$ cat config.mk
export PLATFORM = sky130hd
export DESIGN_NAME = rau_divider
export DESIGN_NICKNAME = d
export VERILOG_FILES = /design/src/rtl/rau_pkg.sv /design/src/rtl/rau_divider.sv
export SDC_FILE = /design/constraint.sdc
export NUM_CORES = 1
export LEC_CHECK = 0
export BUFFER_PORTS_ARGS = -buffer_cell sky130_fd_sc_hd__buf_2
export CORE_MARGIN = 1
export CORE_UTILIZATION = 24
export DETAILED_ROUTE_END_ITERATION = 10
export PLACE_DENSITY = 0.47
export SLEW_MARGIN = 20
export SYNTH_ARGS = -nofsm -noshare
export SYNTH_HDL_FRONTEND = slang
export SYNTH_SLANG_ARGS = --single-unit
$ cat constraint.sdc
create_clock -name clock -period 9.2 [get_ports clock]
set_input_delay 1.84 -clock clock [delete_from_list [all_inputs] [get_ports clock]]
set_output_delay 1.84 -clock clock [all_outputs]
set_load 0.01 [all_outputs]
$ cat src/rtl/rau_pkg.sv
// Shared types, command codes and sequencer states for the rational arithmetic unit.
package rau_pkg;

   typedef enum logic [2:0] {
      CMD_ADD = 3'd0,
      CMD_SUB = 3'd1,
      CMD_MUL = 3'd2,
      CMD_DIV = 3'd3,
      CMD_REM = 3'd4,
      CMD_CMP = 3'd5
   } cmd_type;

   localparam logic [1:0] ORD_LT = 2'd0;
   localparam logic [1:0] ORD_EQ = 2'd1;
   localparam logic [1:0] ORD_GT = 2'd2;

   typedef struct packed {
      logic [2:0]         cmd;
      logic signed [31:0] a_num;
      logic signed [31:0] a_den;
      logic signed [31:0] b_num;
      logic signed [31:0] b_den;
   } req_type;

   typedef struct packed {
      logic signed [31:0] res_num;
      logic [30:0]        res_den;
      logic [1:0]         order;
      logic               error;
   } rsp_type;

   // divider handshake
   typedef struct packed {
      logic        start;
      logic        is_signed;
      logic [31:0] dividend;
      logic [31:0] divisor;
   } div_req_type;

   typedef struct packed {
      logic        done;
      logic [31:0] quot;
      logic [31:0] rem;
   } div_rsp_type;

   typedef enum logic [4:0] {
      ST_IDLE,
      ST_NORM_START,   // normalize n_ff/d_ff
      ST_GCD_DIV,
      ST_GCD_WAIT,
      ST_NDIV,
      ST_NDIV_WAIT,
      ST_DDIV,
      ST_DDIV_WAIT,
      ST_NORM_DONE,
      ST_DISPATCH,
      ST_ADD_PROD,
      ST_ADD_L,
      ST_ADD_L_WAIT,
      ST_ADD_LS,
      ST_ADD_LS_WAIT,
      ST_ADD_RS,
      ST_ADD_RS_WAIT,
      ST_ADD_M1,
      ST_ADD_M2,
      ST_MUL,
      ST_REM,
      ST_REM_WAIT,
      ST_CMP1,
      ST_CMP2,
      ST_CMP3,
      ST_DONE
   } state_type;

   // which normalization is running
   typedef enum logic [2:0] {
      NS_A,
      NS_B,
      NS_RECIP,
      NS_RESULT
   } nsel_type;

endpackage

$ cat src/rtl/rau_divider.sv
// Radix-2 restoring divider, one quotient bit per cycle, truncating signed or unsigned.
module rau_divider (
   input  logic                 clock,
   input  logic                 reset,
   input  rau_pkg::div_req_type div_req,
   output rau_pkg::div_rsp_type div_rsp
);
   import rau_pkg::*;

   logic [31:0] q_ff, q_in;
   logic [32:0] r_ff, r_in;
   logic [31:0] dvs_ff, dvs_in;
   logic [5:0]  cnt_ff, cnt_in;
   logic        busy_ff, busy_in;
   logic        qneg_ff, qneg_in;
   logic        rneg_ff, rneg_in;
   logic        done_ff, done_in;
   logic [32:0] trial;
   logic [31:0] dd_mag, dv_mag;
   logic        dd_neg, dv_neg;

   always_comb begin
      dd_neg = div_req.is_signed & div_req.dividend[31];
      dv_neg = div_req.is_signed & div_req.divisor[31];
      dd_mag = dd_neg ? (32'd0 - div_req.dividend) : div_req.dividend;
      dv_mag = dv_neg ? (32'd0 - div_req.divisor) : div_req.divisor;
      trial  = {r_ff[31:0], q_ff[31]} - {1'b0, dvs_ff};
      q_in = q_ff; r_in = r_ff; dvs_in = dvs_ff; cnt_in = cnt_ff;
      busy_in = busy_ff; qneg_in = qneg_ff; rneg_in = rneg_ff; done_in = 1'b0;
      if (div_req.start) begin
         q_in = dd_mag; r_in = '0; dvs_in = dv_mag; cnt_in = 6'd32;
         busy_in = 1'b1; qneg_in = dd_neg ^ dv_neg; rneg_in = dd_neg;
      end else if (busy_ff) begin
         if (!trial[32]) begin
            r_in = trial;
            q_in = {q_ff[30:0], 1'b1};
         end else begin
            r_in = {r_ff[31:0], q_ff[31]};
            q_in = {q_ff[30:0], 1'b0};
         end
         cnt_in = cnt_ff - 6'd1;
         if (cnt_ff == 6'd1) begin
            busy_in = 1'b0;
            done_in = 1'b1;
         end
      end
   end

   always_ff @(posedge clock) begin
      q_ff <= q_in; r_ff <= r_in; dvs_ff <= dvs_in; cnt_ff <= cnt_in;
      qneg_ff <= qneg_in; rneg_ff <= rneg_in;
      if (reset) begin
         busy_ff <= 1'b0;
         done_ff <= 1'b0;
      end else begin
         busy_ff <= busy_in;
         done_ff <= done_in;
      end
   end

   assign div_rsp.done = done_ff;
   assign div_rsp.quot = qneg_ff ? (32'd0 - q_ff) : q_ff;
   assign div_rsp.rem  = rneg_ff ? (32'd0 - r_ff[31:0]) : r_ff[31:0];

endmodule

==> summary.md <==
| Metric | Value |
|---|---|
| Final hold vios | `0` |
| Final setup violation count | `0` |
| Worst-margin pin slew | `0.8734 ns` |
| Cell area power density | `157.1 mW/mm^2` |
| CP max stage cell | `or4_4` |
| Cell row count | `68` |
| Final min period | `5.762 ns` |
| First-pass DRT Iterations | `5` |
| Post-CTS setup buffer count | `0` |
| Data arrival, critical path | `3.92 ns` |
| Leak Pwr | `3.769 nW` |
| Nets | `1,238` |
| DR vias/cell | `4.763` |
| Crit-path max cell delay | `0.48 ns` |
| DRC | `0` |
| Bufs on Longest Clock Path | `2` |
| Final Power | `1.545 mW` |
| Share of Yosys cell area claimed by the top area cell type | `23.39%` |
| Hold-fix buffers, CTS | `0` |
| Max-cap viol count | `0` |
| Die Ht | `189.9 um` |
| Final wirelength | `24,590 um` |
| Final core occ | `28.40%` |
| Iter 0 DRT Violations | `487` |
| Total Routing Usage GR | `13.57%` |
| Die width | `189.9 um` |
| Count leader, synth | `nor2_1` |
| Number of synthesis warnings | `0` |
| Dominant cell type by area after synthesis | `edfxtp_1` |
| Mapped Cells | `1,034` |
| Worst rel slew slack | `41.24%` |
| First-pass GRT wire length | `38,560 um` |
| Pin count of the biggest net entering global routing | `89` |
| Layout Cells excl Fill | `1,593` |
| Routability cong. | `0.8526` |
| Synth Flop Type | `edfxtp_1` |
| Chain of cells forming the critical path | `or3_1 > or3_1 > or4_4 > or4_4 > or4_4 > or4_4 > o21ai_2 > xnor2_1 > buf_2` |
| Starting Density | `24.47%` |
| Required time of the critical path | `7.36 ns` |
| Outcome | `finished clean` |
| Synthesis-to-layout area growth | `16.08%` |
| Core ar. | `0.03463 mm^2` |
| Hold Crit Start | `cnt_ff[0]` |
| Final period utilization | `62.63%` |
| Crit path max fanout | `5` |
| CP most frequent cell | `or4_4` |
| Synth top cells by count | `113 x nor2_1, 108 x nand2_1, 101 x xnor2_1` |
| Number of enable flip-flop cells after synthesis | `66` |
| Worst R2R Path Depth | `12` |
| RSZ-0062 raised after global routing | `false` |
| Synth Net Count | `1,141` |
| Clock transition at path regs | `0.08 ns` |
| Worst clock skew | `0.01023 ns` |
| Achievable Freq | `173.6 MHz` |
| Count of cell types in the netlist | `62` |
| Routed len/inst | `15.44 um` |
| CTS buffer count | `9` |
| DPL Wire Length | `19,040 um` |
| Reg-to-Reg End | `r_ff[5]` |
| Post-Synthesis Cell Area | `0.008473 mm^2` |
| WHS Path Cells | `2` |
| Avg Inst Size Synth | `8.195 um^2` |
| IO Pins | `133` |
| Critical path type | `reg2out` |
| H-tree lvl count | `3` |
| PortBufs | `132` |
| Crit end category | `output pin` |
| Placed cells | `1,575` |
| Sum Neg Setup Slack | `0 ns` |
| DRT antenna net count | `0` |
| Top cells by area, synth | `edfxtp_1 23%, xnor2_1 10%, dfxtp_1 9.5%` |
| Pins over their slew limit | `0` |
| Fill cell count | `3,713` |
| Synth Register Bits | `106` |
| Root buf cell | `clkbuf_16` |
| Total grt overflow | `0` |
| TritonCTS clock tree | `yes` |
| Fin Hold WS | `0.4970 ns` |
| Maximum vdd drop | `91.42 uV` |
| Vias | `7,587` |
| Number of antenna violations at the first check in global routing | `3` |
| Layout cells sized above 1 | `16.02%` |
| End of the worst hold path | `cnt_ff[0]` |
| R2R Path Start | `q_ff[31]` |
| Worst reg-to-reg setup slack | `5.59 ns` |
| Clock Latency Late Sink | `0.36 ns` |
| Worst setup SP type | `register` |
| Post-synth ARST share | `0%` |
| Hold Path Class | `reg2reg` |
| Sequential fraction of the synthesis area | `32.84%` |
| Clock Sinks | `106` |
| Vias in the first global route | `7,027` |
| PostCTS Resize Cnt | `0` |
| Total die area | `0.03606 mm^2` |
-- flip-flops by register name, summed over array words and instances (netlist names) --
name,cells
busy_ff,1
cnt_ff,6
done_ff,1
dvs_ff,32
q_ff,32
qneg_ff,1
r_ff,32
rneg_ff,1
-- metal layers --
metal  vias to the layer above  part of all wire, %  GRT usage [%]
li1                       3881                    -              -
met1                      3509                   52          19.79
met4                         2                  2.0          4.435
met3                        31                  4.9          2.804
met2                       164                   41          19.61
met5                         -                0.053              0
-- report_power, final --
| part | internal [mW] | total, mW | switching, mW |
|---|---|---|---|
| sequential | 0.561 | 0.614 | 0.0534 |
| clock | 0.187 | 0.381 | 0.195 |
| combinational | 0.228 | 0.549 | 0.321 |
| total | 0.975 | 1.55 | 0.570 |
-- worst max path at each step --
stage                        from     endpoint  slack [ns]  cells after the start
after floorplan           q_ff[5]  div_rsp[60]        4.17                      8
after global placement    q_ff[5]  div_rsp[60]        3.84                      9
after detailed placement  q_ff[5]  div_rsp[60]        3.86                      9
after CTS                 q_ff[5]  div_rsp[60]        3.44                      9
after global routing      q_ff[5]  div_rsp[60]        3.32                      9
final                     q_ff[5]  div_rsp[60]        3.44                      9
-- cell families (layout without fill, tap and decap cells) --
family	count (synthesis)	in the layout	share of synthesized area, %
flops	106	106	32.84
buf+inv	118	220	5.552
simple gates	354	354	19.95
xor+xnor	148	148	15.30
compound gates	266	266	20.14
other cells	0	2	0
fa+ha+maj	39	39	5.848
mux	3	3	0.3692
-- layout by cell type, fill, tap and decap left out, types with 7 or more instances in the layout --
master     Yosys  layout
dfxtp_1       40      39
clkbuf_16      0       9
edfxtp_1      66      66
and2_1         7       7
o31ai_1       28      28
or4_1         10      10
xnor2_1      101     100
nor3_1        21      21
inv_1         64      64
nand2_1      108     108
o211ai_1       8       8
or3_1         14      14
a31oi_1        7       7
a311oi_1      23      23
o21a_1         7       7
a21oi_1       92      92
nand2b_1      14      14
nand3_1       13      13
o41ai_1        7       7
buf_2          0     131
nor2_1       113     113
nand4_1        8       8
nor4_1        13      13
xor2_1        47      46
ha_1          38      38
a21o_1         7       7
o21ai_0       48      48
buf_4          3       9
-- worst max-delay path, delay by kind of cell (launching register included) --
family / cells / cell delay, ns
and+or+nand+nor: 6 / 2.60
DFF: 1 / 0.45
xor gates and xnor gates: 1 / 0.19
buffers and inverters: 1 / 0.19
AOI/OAI and AO/OA: 1 / 0.14
-- per-stage QoR --
stage                     instance area [um^2]  setup WS (ns)
after floorplan                           8473          4.174
after global placement                    9552          3.842
after detailed placement                  9552          3.859
after CTS                                 9831          3.441
after global routing                      9836          3.325
final                                     9836          3.438
-- final cells by class --
type | instances | area [um^2] | area share (%)
antenna | 2 | 5.005 | 0.05088
clock buffer | 9 | 225.2 | 2.290
clock inverter | 7 | 53.80 | 0.5470
inverter | 64 | 240.2 | 2.442
multi-input combinational | 810 | 5235 | 53.22
sequential | 106 | 2784 | 28.30
tap | 455 | 569.3 | 5.788
timing repair buffer | 140 | 723.2 | 7.353
(Power assumes the default switching activity.)
